===== src/ksu_ram.sv =====
// generic single-write, single-read ram with registered read data
module ksu_ram #(
	parameter int WIDTH = 48,
	parameter int DEPTH = 16
) (
	input  logic                                     clk,
	input  logic                                     we,
	input  logic [((DEPTH > 1) ? $clog2(DEPTH) : 1)-1:0] waddr,
	input  logic [WIDTH-1:0]                         wdata,
	input  logic [((DEPTH > 1) ? $clog2(DEPTH) : 1)-1:0] raddr,
	output logic [WIDTH-1:0]                         rdata
);
	logic [WIDTH-1:0] mem [DEPTH];

	always_ff @(posedge clk) begin
		if (we) begin
			mem[waddr] <= wdata;
		end
		rdata <= mem[raddr];
	end
endmodule


===== config.mk =====
export PLATFORM = sky130hd
export DESIGN_NAME = ksu_ram
export DESIGN_NICKNAME = d
export VERILOG_FILES = /design/src/ksu_ram.sv
export SDC_FILE = /design/constraint.sdc
export NUM_CORES = 1
export LEC_CHECK = 0
export ABC_AREA = 1
export BUFFER_PORTS_ARGS = -buffer_cell sky130_fd_sc_hd__buf_2
export CELL_PAD_IN_SITES_DETAIL_PLACEMENT = 0
export CELL_PAD_IN_SITES_GLOBAL_PLACEMENT = 1
export CORE_MARGIN = 1
export CORE_UTILIZATION = 45
export DETAILED_ROUTE_END_ITERATION = 16
export GPL_ROUTABILITY_DRIVEN = 0
export PLACE_DENSITY = 0.88
export SLEW_MARGIN = 20
export SYNTH_ARGS = -nofsm -noshare
export SYNTH_HDL_FRONTEND = slang
export SYNTH_SLANG_ARGS = --single-unit

===== constraint.sdc =====
create_clock -name clk -period 3.33 [get_ports clk]
set_clock_uncertainty 0.15 [all_clocks]
set_input_delay 0.666 -clock clk [delete_from_list [all_inputs] [get_ports clk]]
set_output_delay 0.666 -clock clk [all_outputs]
set_load 0.02 [all_outputs]

==> results.json <==
{
  "die_w_um": 277,
  "fin_nets": 3308,
  "status": "complete, no violations",
  "drv_cap": 0,
  "post_cts_buffers": 0,
  "synth-warning-count": 0,
  "ctsHoldBuffers": 0,
  "vias": 21600,
  "vias_per_cell": 5.05,
  "max-slew-margin-rel_pct": 44.0,
  "crit_buf_inv": 1,
  "layout_setup_ws_ns": 1.20,
  "grt_max_degree": 152,
  "dp_hpwl_um": 40700,
  "fmaxAchievable_ghz": 0.470,
  "p_seq_share_pct": 52.4,
  "dp_slack_ns": 0.710,
  "design.die.area_mm2": 0.0766,
  "wl_um": 78400,
  "intPower_mw": 17.1,
  "setup_violations": 0,
  "crit_type": "flip-flop to output pin",
  "grt_pass1_vias": 21100,
  "cts_tree": "yes",
  "grt_overflow_total": 0,
  "coreArea_mm2": 0.0746,
  "detail-route-antenna-nets": 0,
  "slew_violations": 0,
  "crit_fanout": 1,
  "cts_made_buffers": 83,
  "grt_first_pass_wirelength_um": 121000,
  "syn_nets": 3223,
  "power_mw": 22.1,
  "fin_crit_sh_pct": 63.9,
  "drive_above_1_share_pct": 8.98,
  "clkTransAtPathRegs_ns": 0.06,
  "endpoint_kind": "output pin",
  "leakage_nw": 16.2,
  "pwr-share-clk_pct": 41.4,
  "holdCritPathClass": "primary input to flip-flop",
  "required_ns": 2.51,
  "drt_first_pass_iters": 6,
  "rows": 100,
  "rsz0062_at_grt": "no",
  "htree_levels": 3,
  "worstSkewPairLatency_ns": 0.66,
  "switching_share_pct": 22.8,
  "fin_crit_ns": 2.13,
  "worstPathArrival_ns": 1.31,
  "pin_count": 106,
  "critPathTopFamily": "flip-flops",
  "synthCells": 3165,
  "initial_core_util_pct": 45.6,
  "p_per_area_mw_per_mm2": 577,
  "avgSynthCellArea_um2": 10.7,
  "cts.path.max_buffers": 3,
  "switching_power_mw": 5.02,
  "pwr-share-comb_pct": 6.2,
  "first_iter_violations": 2058,
  "syn_area_mm2": 0.0340,
  "final_hold_viol_count": 0,
  "clock-root-buffer": "clkbuf_16",
  "worst_path_largest_cell_delay_ns": 0.44,
  "drc": 0,
  "tightestPinTransition_ns": 0.839,
  "antenna_found_initial": 3,
  "synth_seq_cells": 816,
  "cts_resized": 0,
  "port_buffers": 105,
  "path_cells": "buf_2",
  "crit_path_start_kind": "flip-flop",
  "ir_drop_mv": 0.420,
  "grt_usage_pct": 20.5,
  "yosysUniqueCellTypes": 15,
  "syn2layout_area_growth_pct": 12.5,
  "wl_per_cell_um": 18.3,
  "die_h_um": 277,
  "clock_sinks": 816,
  "cpMaxStageDelayCell": "dfxtp_1",
  "seq_area_frac_synth_pct": 70.7
}
power groups by stage:
stage          sequential [mW]  combinational [mW]  clock [mW]
2_1_floorplan             11.8               0.774           0
3_3_place_gp              11.8                1.35           0
3_5_place_dp              11.8                1.37           0
4_1_cts                   11.6                1.38        9.28
5_1_grt                   11.6                1.51        9.67
6_report                  11.6                1.37        9.15
per-layer routing:
metal	share of wire (%)	global-route usage [%]
met4	2.1	6.35
met1	42	27.0
met2	49	35.0
met5	0.011	0
met3	6.2	2.78
metrics by stage:
step	cell area [um2]	utilization, %	hold WS (ns)	setup TNS (ns)	instances
global route	38200	51.3	0.231	0	4286
global placement	35600	47.7	0.483	0	4134
finish	38200	51.3	0.236	0	4287
detailed placement	35600	47.7	0.485	0	4134
floorplan	34000	-	0.457	-82.31	3165
CTS	38200	51.3	0.210	0	4286
final timing paths:
check | slack, ns | to | cells past startpoint | from
min | 0.24 | mem[5][6] | 1 | wdata[6]
max | 1.20 | rdata[0] | 1 | rdata[0]
max reg2reg | 2.13 | rdata[3] | 6 | mem[15][3]
min reg2reg | 0.50 | rdata[29] | 6 | mem[10][29]
Yosys cell counts:
cell type  number  area, um2
buf_1           7       26.3
buf_2          78        390
buf_4          12       90.1
buf_6          35        394
buf_8           1       15.0
clkbuf_1       25       93.8
dfxtp_1        48        961
edfxtp_1      768      23100
inv_1         580       2180
inv_2           1       3.75
inv_4           1       6.26
nand2_1      1013       3800
nand3_1       577       2890
nand3b_1        2       15.0
nor2_1         17       63.8
final cells by class:
class	count	area [um2]
Antenna cell	1	2.50
Clock buffer	104	2200
Sequential cell	816	24000
Clock inverter	48	478
Inverter	582	2200
Tap cell	969	1210
Multi-Input combinational cell	1609	6890
Fill cell	6341	36300
Timing Repair Buffer	158	1230
cell families (layout without fill, tap and decap cells):
| logic type | Yosys count | after routing | synth area share (%) |
|---|---|---|---|
| and+or+nand+nor | 1609 | 1609 | 19.9 |
| DFF | 816 | 816 | 70.7 |
| buffers and inverters | 740 | 892 | 9.41 |
| other | 0 | 1 | 0 |
sequential cells by signal, summed over array words and instances (netlist names):
name,cells
mem,768
rdata,48
cell usage in the layout, fill, tap and decap left out, types with 2 or more instances in the layout:
master / count
clkinv_2: 13
clkbuf_1: 17
clkbuf_16: 83
edfxtp_1: 768
clkinv_1: 15
dfxtp_1: 48
buf_12: 23
clkinv_8: 2
nand3_1: 577
bufinv_16: 6
clkbuf_8: 4
clkinvlp_4: 7
inv_6: 3
nand3b_1: 2
nand2_1: 1013
buf_2: 101
inv_1: 578
nor2_4: 16
buf_4: 32
inv_16: 3
Power figures use the tool's default switching activity.
