==> config.mk <==
export PLATFORM = sky130hd
export DESIGN_NAME = ksu_div
export DESIGN_NICKNAME = d
export VERILOG_FILES = /design/src/ksu_pkg.sv /design/src/ksu_div.sv
export SDC_FILE = /design/constraint.sdc
export NUM_CORES = 1
export LEC_CHECK = 0
export BUFFER_PORTS_ARGS = -buffer_cell sky130_fd_sc_hd__buf_2
export CAP_MARGIN = 20
export CORE_UTILIZATION = 53
export CTS_CLUSTER_DIAMETER = 50
export DETAILED_ROUTE_END_ITERATION = 8
export PLACE_DENSITY = 0.78
export SLEW_MARGIN = 20
export SYNTH_ARGS = -nofsm -noshare
export SYNTH_HDL_FRONTEND = slang
export SYNTH_SLANG_ARGS = --single-unit
==> constraint.sdc <==
create_clock -name clk -period 4.6 [get_ports clk]
set_clock_uncertainty 0.1 [all_clocks]
set_input_delay 1.38 -clock clk [delete_from_list [all_inputs] [get_ports clk]]
set_output_delay 1.38 -clock clk [all_outputs]
set_load 0.02 [all_outputs]
==> src/ksu_pkg.sv <==
// shared types, constants and saturation helpers for the scalar measurement update unit
package ksu_pkg;

	localparam int VAL_W  = 48;
	localparam int NIS_W  = 47;
	localparam int IN_IDX_W = 4;
	localparam int FUNC_W = 3;
	localparam int ACC_W  = 56;
	localparam int PROD_W = 96;
	localparam int HALF_W = 24;
	localparam int QUO_W  = 49;
	localparam int CNT_W  = 7;

	typedef logic signed [VAL_W-1:0] val_t;
	typedef logic signed [ACC_W-1:0] acc_t;

	localparam val_t VAL_MAX = {1'b0, {(VAL_W-1){1'b1}}};
	localparam val_t VAL_MIN = {1'b1, {(VAL_W-1){1'b0}}};
	localparam logic [QUO_W-1:0] QUO_CAP = {1'b1, {(QUO_W-1){1'b0}}};

	typedef enum logic [FUNC_W-1:0] {
		FN_WR_COV  = 3'd0,
		FN_WR_MEAS = 3'd1,
		FN_WR_ERR  = 3'd2,
		FN_RD_COV  = 3'd3,
		FN_RD_ERR  = 3'd4,
		FN_UPDATE  = 3'd5
	} ksu_func_t;

	typedef enum logic [4:0] {
		ST_CLEAR,
		ST_IDLE,
		ST_OP_RD,
		ST_OP_END,
		ST_RD,
		ST_MUL1,
		ST_WAIT1,
		ST_MUL2,
		ST_WAIT2,
		ST_KR_RD,
		ST_KR_MUL,
		ST_KR_WAIT,
		ST_KG_RD,
		ST_KG_MUL,
		ST_KG_WAIT,
		ST_DIV,
		ST_DIV_WAIT,
		ST_NEXT,
		ST_RESULT
	} ksu_state_t;

	typedef enum logic [2:0] {
		PH_GAIN,
		PH_VAR,
		PH_KDIV,
		PH_ERR,
		PH_PROD,
		PH_COV,
		PH_NIS
	} ksu_phase_t;

	// saturate a wide accumulator to 48 bits signed
	function automatic val_t sat_acc(input acc_t v);
		val_t r;
		if (v > acc_t'(VAL_MAX)) r = VAL_MAX;
		else if (v < acc_t'(VAL_MIN)) r = VAL_MIN;
		else r = v[VAL_W-1:0];
		return r;
	endfunction

	// signed 48-bit value from a magnitude and a sign, saturated
	function automatic val_t sat_mag(input logic [PROD_W:0] m, input logic neg);
		val_t r;
		if (|m[PROD_W:VAL_W-1]) r = neg ? VAL_MIN : VAL_MAX;
		else if (neg) r = -$signed({1'b0, m[VAL_W-2:0]});
		else r = $signed({1'b0, m[VAL_W-2:0]});
		return r;
	endfunction

	function automatic logic [VAL_W-1:0] mag(input val_t v);
		logic [VAL_W-1:0] r;
		r = v[VAL_W-1] ? VAL_W'(-v) : VAL_W'(v);
		return r;
	endfunction

endpackage

==> src/ksu_div.sv <==
// restoring divider, one quotient bit per cycle, quotient capped and rounded
module ksu_div import ksu_pkg::*; (
	input  logic              clk,
	input  logic              arst_n,
	input  logic              start,
	input  logic [PROD_W-1:0] dividend,
	input  logic [VAL_W-1:0]  divisor,
	output logic              done,
	output logic [QUO_W-1:0]  quot
);
	logic [PROD_W-1:0] dvd_q;
	logic [VAL_W-1:0]  d_q, rem_q, rem_n;
	logic [QUO_W-1:0]  q_q, q_n;
	logic [CNT_W-1:0]  cnt_q;
	logic              busy_q, fin_q, done_q;
	logic [VAL_W:0]    rem_sh;
	logic              ge;
	logic [QUO_W:0]    q_sh;
	logic              round_up;

	always_comb begin
		rem_sh = {rem_q, dvd_q[PROD_W-1]};
		ge = rem_sh >= {1'b0, d_q};
		rem_n = ge ? VAL_W'(rem_sh - {1'b0, d_q}) : rem_sh[VAL_W-1:0];
		q_sh = {q_q, ge};
		q_n = (q_sh > (QUO_W+1)'(QUO_CAP)) ? QUO_CAP : q_sh[QUO_W-1:0];
		round_up = (q_q < QUO_CAP) && ({rem_q, 1'b0} >= {1'b0, d_q});
	end

	always_ff @(posedge clk or negedge arst_n) begin
		if (!arst_n) begin
			busy_q <= 1'b0;
			fin_q  <= 1'b0;
			done_q <= 1'b0;
			cnt_q  <= '0;
		end else begin
			done_q <= 1'b0;
			if (start) begin
				busy_q <= 1'b1;
				cnt_q  <= '0;
			end else if (busy_q) begin
				cnt_q <= cnt_q + CNT_W'(1);
				if (cnt_q == CNT_W'(PROD_W - 1)) begin
					busy_q <= 1'b0;
					fin_q  <= 1'b1;
				end
			end else if (fin_q) begin
				fin_q  <= 1'b0;
				done_q <= 1'b1;
			end
		end
	end

	always_ff @(posedge clk) begin
		if (start) begin
			dvd_q <= dividend;
			d_q   <= divisor;
			rem_q <= '0;
			q_q   <= '0;
		end else if (busy_q) begin
			dvd_q <= dvd_q << 1;
			rem_q <= rem_n;
			q_q   <= q_n;
		end else if (fin_q && round_up) begin
			q_q <= q_q + QUO_W'(1);
		end
	end

	assign quot = q_q;
	assign done = done_q;
endmodule

==> qor.csv <==
metric,value,unit
final_layout_size_suffix_gt1_share,24.3,%
grt_usage,24.7,%
final-instance-count-excl-fill,1902,
die_h,164,um
drc_errors,0,
slowest_delay,0.53,ns
layout_common_cells,"195 x buf_2, 144 x edfxtp_1, 143 x nor2_1",
ys_warn_count,0,
vdd_drop_max,362,uV
worstMarginPinSlew,1.10,ns
status,"complete, no violations",
insertion_delay,0.57,ns
hold_buffers,0,
layout_commonest_cell,buf_2,
first_pass_iters,5,
fp.coreArea,25400,um^2
antenna_left,0,
end_kind,flip-flop,
async_flop_share,3.98,%
cellPowerDensity,388,nW/um^2
syn_area,13800,um^2
critPathLaunchType,flip-flop,
grt.overflow.total,0,
fmax,269,MHz
cts_tree,done,
worst_ep_arrival_time,4.14,ns
die_w,164,um
required,5.02,ns
numCtsBuffers,31,
fin_nets,1743,
critPathSlowestCell,o21a_1,
synth_seq_cells,251,
clock-sinks,251,
dpl.cell_count,1842,
dieArea,26700,um^2
slew_headroom,26.9,%
routabilityCongestion,0.922,
synth_ff_type,edfxtp_1,
crit_path_cell_trace,inv_1 > ha_1 > and2_1 > nand3_1 > or4_1 > o21ai_1 > a211o_1 > o21a_1 > nor2_1 > nor2_1 > o211ai_1 > nand2_1,
utilization,62.9,%
area_growth,15.6,%
antenna_found_initial,5,
hold_path_class,flip-flop to flip-flop,
ctsResizeCount,0,
wl_per_cell,17.5,um
path_class,flip-flop to flip-flop,
drv_cap,0,
num_rows,58,
ys_types,82,
p_leak,0.00653,uW
finalSetupTns,0,ns
h-tree-depth,1,
first_global_vias,10700,
finalHoldViolations,0,
post_cts_buffers,0,
crit_top_cell,nor2_1,
initial_core_util,54.4,%
via_per_inst,5.90,
avgSynthCellArea,9.96,um^2
port_buffers,196,
synth_nets,1587,
drt-total-wl,33200,um
setup_viol,0,
drt_iter0_markers,1040,
seq_area_frac_synth,47.1,%
path_clk_slew,0.06,ns
hpwl,22700,um
placed_area,15000,um^2
postLayoutCellArea,16000,um^2
drv_slew,0,
grt_pass1_wl,53500,um
grt_max_degree,138,
ios,197,
vias,11200,
cp_max_fo,12,
min_period_over_period,80.9,%
rsz0062_at_grt,no,
syn_inst,1389,
synth_edf_count,144,
root_buffer,clkbuf_16,
min_period,3.72,ns
clock_tree.buffer_depth,3,
==> where the power goes <==
part	internal [uW]	switching [uW]	leakage, uW
sequential	2590	98.7	0.00240
clock	1360	969	0.000480
combinational	511	676	0.00365
total	4460	1740	0.00653
==> metrics by stage <==
step / hold slack (ns) / power [uW] / setup slack [ns]
floorplan: 0.369 / 3590 / 0.655
global placement: 0.390 / 3860 / 1.10
detailed placement: 0.400 / 3890 / 0.985
CTS: 0.408 / 6230 / 0.945
global route: 0.427 / 6480 / 0.624
finish: 0.407 / 6200 / 0.880
==> state kept, by name (all words and copies together) (netlist names) <==
register,cells
fin_q,1
cnt_q,7
d_q,48
busy_q,1
rem_q,48
dvd_q,96
done,1
quot,49
==> worst max-delay path, delay by kind of cell, from the launching register on <==
kind,cells,cell delay (ns)
compound gates,4,1.21
flops,1,0.32
simple gates,6,1.63
buf+inv,1,0.04
fa+ha+maj,1,0.38
==> metal layers <==
| layer | routed length [um] | vias up | share of wire [%] | global-route usage (%) |
|---|---|---|---|---|
| met4 | 527 | 6 | 1.6 | 5.51 |
| li1 | - | 5464 | - | - |
| met1 | 14600 | 5258 | 44 | 33.8 |
| met2 | 15200 | 442 | 46 | 39.2 |
| met5 | 34 | - | 0.10 | 0 |
| met3 | 2870 | 53 | 8.6 | 6.07 |
==> Yosys cell counts (all sizes together) (28+ instances only) <==
| master | count | area share, % |
|---|---|---|
| edfxtp | 144 | 31 |
| xnor2 | 36 | 2.3 |
| nand2 | 102 | 2.8 |
| buf | 28 | 1.1 |
| nand4 | 29 | 1.3 |
| nand3 | 33 | 1.2 |
| dfxtp | 97 | 14 |
| nor2 | 147 | 4.0 |
| a21oi | 105 | 3.9 |
| inv | 68 | 1.8 |
| xor2 | 29 | 1.8 |
| mux2 | 99 | 8.1 |
| o21ai | 75 | 2.8 |
| ha | 50 | 4.5 |
| clkbuf | 56 | 1.5 |
==> layout make-up <==
cell class	count	area, um^2
antenna	2	5.00
clock buffer	48	898
clock inverter	10	95.1
fill	2087	9420
inverter	68	258
multi-input combinational	986	6700
sequential	251	6520
tap	330	413
timing repair buffer	207	1100
==> worst paths after layout <==
check | cells past startpoint | slack [ns] | start | to
setup / recovery | 12 | 0.88 | d_q[32]$_DFFE_PP_ | quot[40]$_SDFFE_PP0P_
hold / removal | 2 | 0.41 | rem_q[35]$_SDFFE_PP0P_ | rem_q[36]$_SDFFE_PP0P_
setup reg to reg | 12 | 0.88 | d_q[32]$_DFFE_PP_ | quot[40]$_SDFFE_PP0P_
hold reg to reg | 2 | 0.41 | rem_q[35]$_SDFFE_PP0P_ | rem_q[36]$_SDFFE_PP0P_
max in group asynchronous | 1 | 3.64 | arst_n | busy_q$_DFF_PN0_
min in group asynchronous | 1 | 0.55 | arst_n | done$_DFF_PN0_
==> cells by family after synthesis <==
kind of cell	count (synthesis)	share of synthesized area, %
and+or+nand+nor	415	14.3
xor gates and xnor gates	65	4.12
adders and majority gates	51	4.67
DFF	251	47.1
muxes	106	8.57
buffers and inverters	152	4.53
AOI/OAI and AO/OA	349	16.7
Note: power is estimated with default switching activity, not from simulation.
