## src/ksu_pkg.sv

```systemverilog
// shared types, constants and saturation helpers for the scalar measurement update unit
package ksu_pkg;

	localparam int VAL_W  = 48;
	localparam int NIS_W  = 47;
	localparam int IN_IDX_W = 4;
	localparam int FUNC_W = 3;
	localparam int ACC_W  = 56;
	localparam int PROD_W = 96;
	localparam int HALF_W = 24;
	localparam int QUO_W  = 49;
	localparam int CNT_W  = 7;

	typedef logic signed [VAL_W-1:0] val_t;
	typedef logic signed [ACC_W-1:0] acc_t;

	localparam val_t VAL_MAX = {1'b0, {(VAL_W-1){1'b1}}};
	localparam val_t VAL_MIN = {1'b1, {(VAL_W-1){1'b0}}};
	localparam logic [QUO_W-1:0] QUO_CAP = {1'b1, {(QUO_W-1){1'b0}}};

	typedef enum logic [FUNC_W-1:0] {
		FN_WR_COV  = 3'd0,
		FN_WR_MEAS = 3'd1,
		FN_WR_ERR  = 3'd2,
		FN_RD_COV  = 3'd3,
		FN_RD_ERR  = 3'd4,
		FN_UPDATE  = 3'd5
	} ksu_func_t;

	typedef enum logic [4:0] {
		ST_CLEAR,
		ST_IDLE,
		ST_OP_RD,
		ST_OP_END,
		ST_RD,
		ST_MUL1,
		ST_WAIT1,
		ST_MUL2,
		ST_WAIT2,
		ST_KR_RD,
		ST_KR_MUL,
		ST_KR_WAIT,
		ST_KG_RD,
		ST_KG_MUL,
		ST_KG_WAIT,
		ST_DIV,
		ST_DIV_WAIT,
		ST_NEXT,
		ST_RESULT
	} ksu_state_t;

	typedef enum logic [2:0] {
		PH_GAIN,
		PH_VAR,
		PH_KDIV,
		PH_ERR,
		PH_PROD,
		PH_COV,
		PH_NIS
	} ksu_phase_t;

	// saturate a wide accumulator to 48 bits signed
	function automatic val_t sat_acc(input acc_t v);
		val_t r;
		if (v > acc_t'(VAL_MAX)) r = VAL_MAX;
		else if (v < acc_t'(VAL_MIN)) r = VAL_MIN;
		else r = v[VAL_W-1:0];
		return r;
	endfunction

	// signed 48-bit value from a magnitude and a sign, saturated
	function automatic val_t sat_mag(input logic [PROD_W:0] m, input logic neg);
		val_t r;
		if (|m[PROD_W:VAL_W-1]) r = neg ? VAL_MIN : VAL_MAX;
		else if (neg) r = -$signed({1'b0, m[VAL_W-2:0]});
		else r = $signed({1'b0, m[VAL_W-2:0]});
		return r;
	endfunction

	function automatic logic [VAL_W-1:0] mag(input val_t v);
		logic [VAL_W-1:0] r;
		r = v[VAL_W-1] ? VAL_W'(-v) : VAL_W'(v);
		return r;
	endfunction

endpackage

```

## src/ksu_mul.sv

```systemverilog
// shared fixed point multiplier, one 24x24 partial product per cycle, rounded result
module ksu_mul import ksu_pkg::*; #(
	parameter int FRAC_BITS = 32
) (
	input  logic              clk,
	input  logic              arst_n,
	input  logic              start,
	input  val_t              a,
	input  val_t              b,
	output logic              done,
	output logic [PROD_W-1:0] prod,
	output val_t              qres
);
	logic [VAL_W-1:0]    am_q, bm_q;
	logic                neg_q;
	logic [1:0]          step_q;
	logic                busy_q, done_q;
	logic [PROD_W-1:0]   prod_q;
	logic [HALF_W-1:0]   opa, opb;
	logic [2*HALF_W-1:0] pp;
	logic [PROD_W-1:0]   pp_sh;
	logic [PROD_W:0]     rsum, rmag;

	always_comb begin
		opa = step_q[1] ? am_q[VAL_W-1:HALF_W] : am_q[HALF_W-1:0];
		opb = step_q[0] ? bm_q[VAL_W-1:HALF_W] : bm_q[HALF_W-1:0];
		pp = opa * opb;
		case (step_q)
			2'd0:    pp_sh = PROD_W'(pp);
			2'd3:    pp_sh = PROD_W'(pp) << (2 * HALF_W);
			default: pp_sh = PROD_W'(pp) << HALF_W;
		endcase
	end

	always_ff @(posedge clk or negedge arst_n) begin
		if (!arst_n) begin
			busy_q <= 1'b0;
			done_q <= 1'b0;
			step_q <= '0;
		end else begin
			done_q <= 1'b0;
			if (start) begin
				busy_q <= 1'b1;
				step_q <= '0;
			end else if (busy_q) begin
				step_q <= step_q + 2'd1;
				if (step_q == 2'd3) begin
					busy_q <= 1'b0;
					done_q <= 1'b1;
				end
			end
		end
	end

	always_ff @(posedge clk) begin
		if (start) begin
			am_q   <= mag(a);
			bm_q   <= mag(b);
			neg_q  <= a[VAL_W-1] ^ b[VAL_W-1];
			prod_q <= '0;
		end else if (busy_q) begin
			prod_q <= prod_q + pp_sh;
		end
	end

	// round half away from zero on the magnitude, then saturate
	assign rsum = {1'b0, prod_q} + ((PROD_W+1)'(1) << (FRAC_BITS - 1));
	assign rmag = rsum >> FRAC_BITS;
	assign qres = sat_mag(rmag, neg_q);
	assign prod = prod_q;
	assign done = done_q;
endmodule

```

## config.mk

```make
export PLATFORM = sky130hd
export DESIGN_NAME = ksu_mul
export DESIGN_NICKNAME = d
export VERILOG_FILES = /design/src/ksu_pkg.sv /design/src/ksu_mul.sv
export SDC_FILE = /design/constraint.sdc
export NUM_CORES = 2
export LEC_CHECK = 0
export ABC_AREA = 1
export BUFFER_PORTS_ARGS = -buffer_cell sky130_fd_sc_hd__buf_4
export CAP_MARGIN = 20
export CORE_MARGIN = 5
export CORE_UTILIZATION = 40
export CTS_CLUSTER_SIZE = 24
export DETAILED_ROUTE_END_ITERATION = 8
export PLACE_DENSITY = 0.59
export SETUP_SLACK_MARGIN = 0.02
export SYNTH_ARGS = -nofsm -noshare
export SYNTH_HDL_FRONTEND = slang
export SYNTH_SLANG_ARGS = --single-unit
```

## constraint.sdc

```tcl
create_clock -name clk -period 9.5 [get_ports clk]
set_input_delay 1.425 -clock clk [delete_from_list [all_inputs] [get_ports clk]]
set_output_delay 1.425 -clock clk [all_outputs]
set_load 0.005 [all_outputs]
```

==> flow_summary_export.csv <==
group,metric,value,unit
grt,grt_overflow_total,0,
layout,nets,8069,
synthesis,async_flop_share,2.03,%
synthesis,syn_area,41100,sq um
floorplanning,num_rows,117,
synthesis,synth_seq_cells,197,
grt,grt_antenna_before_repair,2,
sta,min_period_over_period,99.2,%
synthesis,yosys.area.top_type,"fa_1",
grt,grt_max_degree,91,
setup_path,crit_slowest_cell,"fa_1",
sta,period_minus_slack,9430,ps
synthesis,synthTopCellsByCount,"nand2_1 (1,326), inv_1 (1,193), nor2_1 (944), fa_1 (483), o21ai_0 (352)",
route,via_count,45400,
sta,max_slew_margin,27.0,%
min_path,min_from,"prod[10]",
sta,holdWs,521,ps
floorplanning,chipWidth,331,microns
layout,post-route-util,54.4,%
sta,hold_viol,0,
setup_path,cp.required,9940,ps
cts,cts_tree,"done",
synthesis,syn_area_per_cell,6.69,sq um
layout,num-fill-cells,10200,
synthesis,yosysSeqAreaShare,12.0,%
sta,report.final.slew_viol_count,0,
setup_path,cp-end-kind,"flop",
grt,grt_pass1_wl,278,mm
sta,finalSetupViolCount,0,
setup_path,path_max_fanout,18,
layout,synthToLayoutAreaGrowth,34.9,%
route,drtIter0Drc,3907,
min_path,min_path_cells,2,
synthesis,synth.most_common_cell,"nand2_1",
synthesis,yosys_warnings,0,
job,cap_violations,0,
setup_path,crit_top_cell,"buf_4",
cts,cts-buffers-inserted,17,
cts,cts_buffer_depth,2,
cts,cts_sinks,197,
route,wl_per_cell,22.1,microns
setup_path,ff2ff_setup_slack,70,ps
setup_path,ff2ff_path_depth,47,
setup_path,critical_path_class,"reg -> reg",
placement,port_buffers,243,
cts,path_clk_slew,100,ps
floorplanning,initial_core_util,40.3,%
sta,skew,24.7,ps
synthesis,synth-edff-count,97,
synthesis,synth_area_leaders,"fa_1 (24%), nand2_1 (12%), inv_1 (11%), nor2_1 (8.6%), ha_1 (8.4%)",
min_path,min_to,"prod[10]",
synthesis,synth_nets,7003,
setup_path,crit_arrival,9870,ps
synthesis,synth_top_area_share,23.5,%
synthesis,synth_cell_types,55,
floorplanning,core-area,102000,sq um
synthesis,synth-main-ff-cell,"edfxtp_1",
synthesis,synthCells,6145,
placement,gp_congestion,1.04,
cts,cts-root-buf,"clkbuf_16",
floorplanning,dieArea,109000,sq um
cts,hold_buffers,0,
setup_path,crit_path_start_kind,"flop",
grt,grt.total_usage,34.1,%
min_path,hold_path.class,"reg -> reg",
setup_path,r2r_end,"prod[85]",
run_status,status,"finished clean",
sta,tightestPinTransition,1080,ps
placement,hpwl,162,mm
route,drc,0,
floorplanning,die_y,331,microns
route,ant_nets,0,
setup_path,crit_path_max_incr_delay,570,ps
sta,fmax,0.106,GHz
layout,drive_above_1_share,26.9,%
setup_path,rr_startpoint,"step_q[1]",
cts,clk_latency,540,ps
route,drt-pass1-iter-count,6,
floorplanning,io_pins,244,
cts,cts_max_level,4,
grt,grt_pass1_vias,45200,
route,avgViaCountPerCell,5.29,
route,drt_wl_total,190,mm
sta,rsz0062_at_grt,"yes",
sequential cells by signal, indices dropped and copies added (netlist names):
register,cells
am_q,48
busy_q,1
bm_q,48
neg_q,1
done,1
step_q,2
prod,96
routing by layer:
layer / GRT usage, % / wire (microns) / vias up
met5: 0 / 0 / -
met4: 21.6 / 15300 / 0
met3: 5.58 / 13500 / 551
met2: 55.0 / 86500 / 1941
met1: 42.7 / 75000 / 21700
li1: - / - / 21200
cells in the final DEF (no fill, tap or decap), types with 97 or more instances in the layout:
cell type / netlist / layout
inv_1: 1193 / 1128
nand2_1: 1326 / 1252
xor2_1: 121 / 101
a21oi_1: 269 / 181
o21ai_1: 52 / 145
nor2_2: 19 / 129
o21ai_0: 352 / 212
edfxtp_1: 97 / 97
nand3_1: 211 / 185
nor2_1: 944 / 795
buf_4: 2 / 1119
fa_1: 483 / 465
ha_1: 276 / 235
critical path: cells and delay by family (launching register included):
| family | cells | cell delay (ps) |
|---|---|---|
| adder cells (fa/ha/maj) | 9 | 4360 |
| buffers and inverters | 20 | 2340 |
| AO/OA/AOI/OAI | 8 | 1090 |
| AND/OR/NAND/NOR | 9 | 1010 |
| flip-flops | 1 | 370 |
| XOR/XNOR | 1 | 140 |
cell type report:
| class | count | area, sq um | area share, % |
|---|---|---|---|
| repair buffers | 1205 | 9830 | 17.7 |
| flip-flops and latches | 197 | 4940 | 8.91 |
| clock inverters | 15 | 213 | 0.384 |
| inverters | 1209 | 4580 | 8.26 |
| diodes | 1 | 2.50 | 0.00451 |
| clock buffers | 17 | 425 | 0.767 |
| multi-input cells | 4581 | 33700 | 60.9 |
| well taps | 1368 | 1710 | 3.09 |
what timing repair did:
item	in CTS	in global routing
resized for setup	300	552
gates cloned	0	1
pin swaps	78	195
buffers inserted	26	41
endpoints found under the setup margin	70	78
metrics by stage:
stage          setup WS, ps  setup TNS (ps)  cell area, sq um  std cells
2_1_floorplan           772               0             41100       6145
3_3_place_gp           -906          -35030             51300       8493
3_5_place_dp           -945          -38080             51300       8493
4_1_cts              -0.579          -0.579             53200       8551
5_1_grt                -288          -11930             55400       8592
6_report               71.8               0             55400       8593
kinds of logic after synthesis:
logic type | synth area share (%)
simple gates | 27.8
xor+xnor | 4.43
buf+inv | 12.6
compound gates | 11.2
flops | 12.0
fa+ha+maj | 31.9
mux | 0.0244
worst max path at each step:
stage          startpoint  endpoint  slack, ps  cells past startpoint
3_3_place_gp    step_q[1]  prod[74]       -910                     46
2_1_floorplan   step_q[1]  prod[68]        770                     44
3_5_place_dp    step_q[1]  prod[74]       -950                     46
6_report        step_q[1]  prod[85]         70                     47
5_1_grt         step_q[1]  prod[64]       -290                     51
4_1_cts         step_q[1]  prod[65]       -0.6                     50
Power is not shown: default switching activity piles up to over one toggle a cycle in this logic, so the estimate is an artifact.
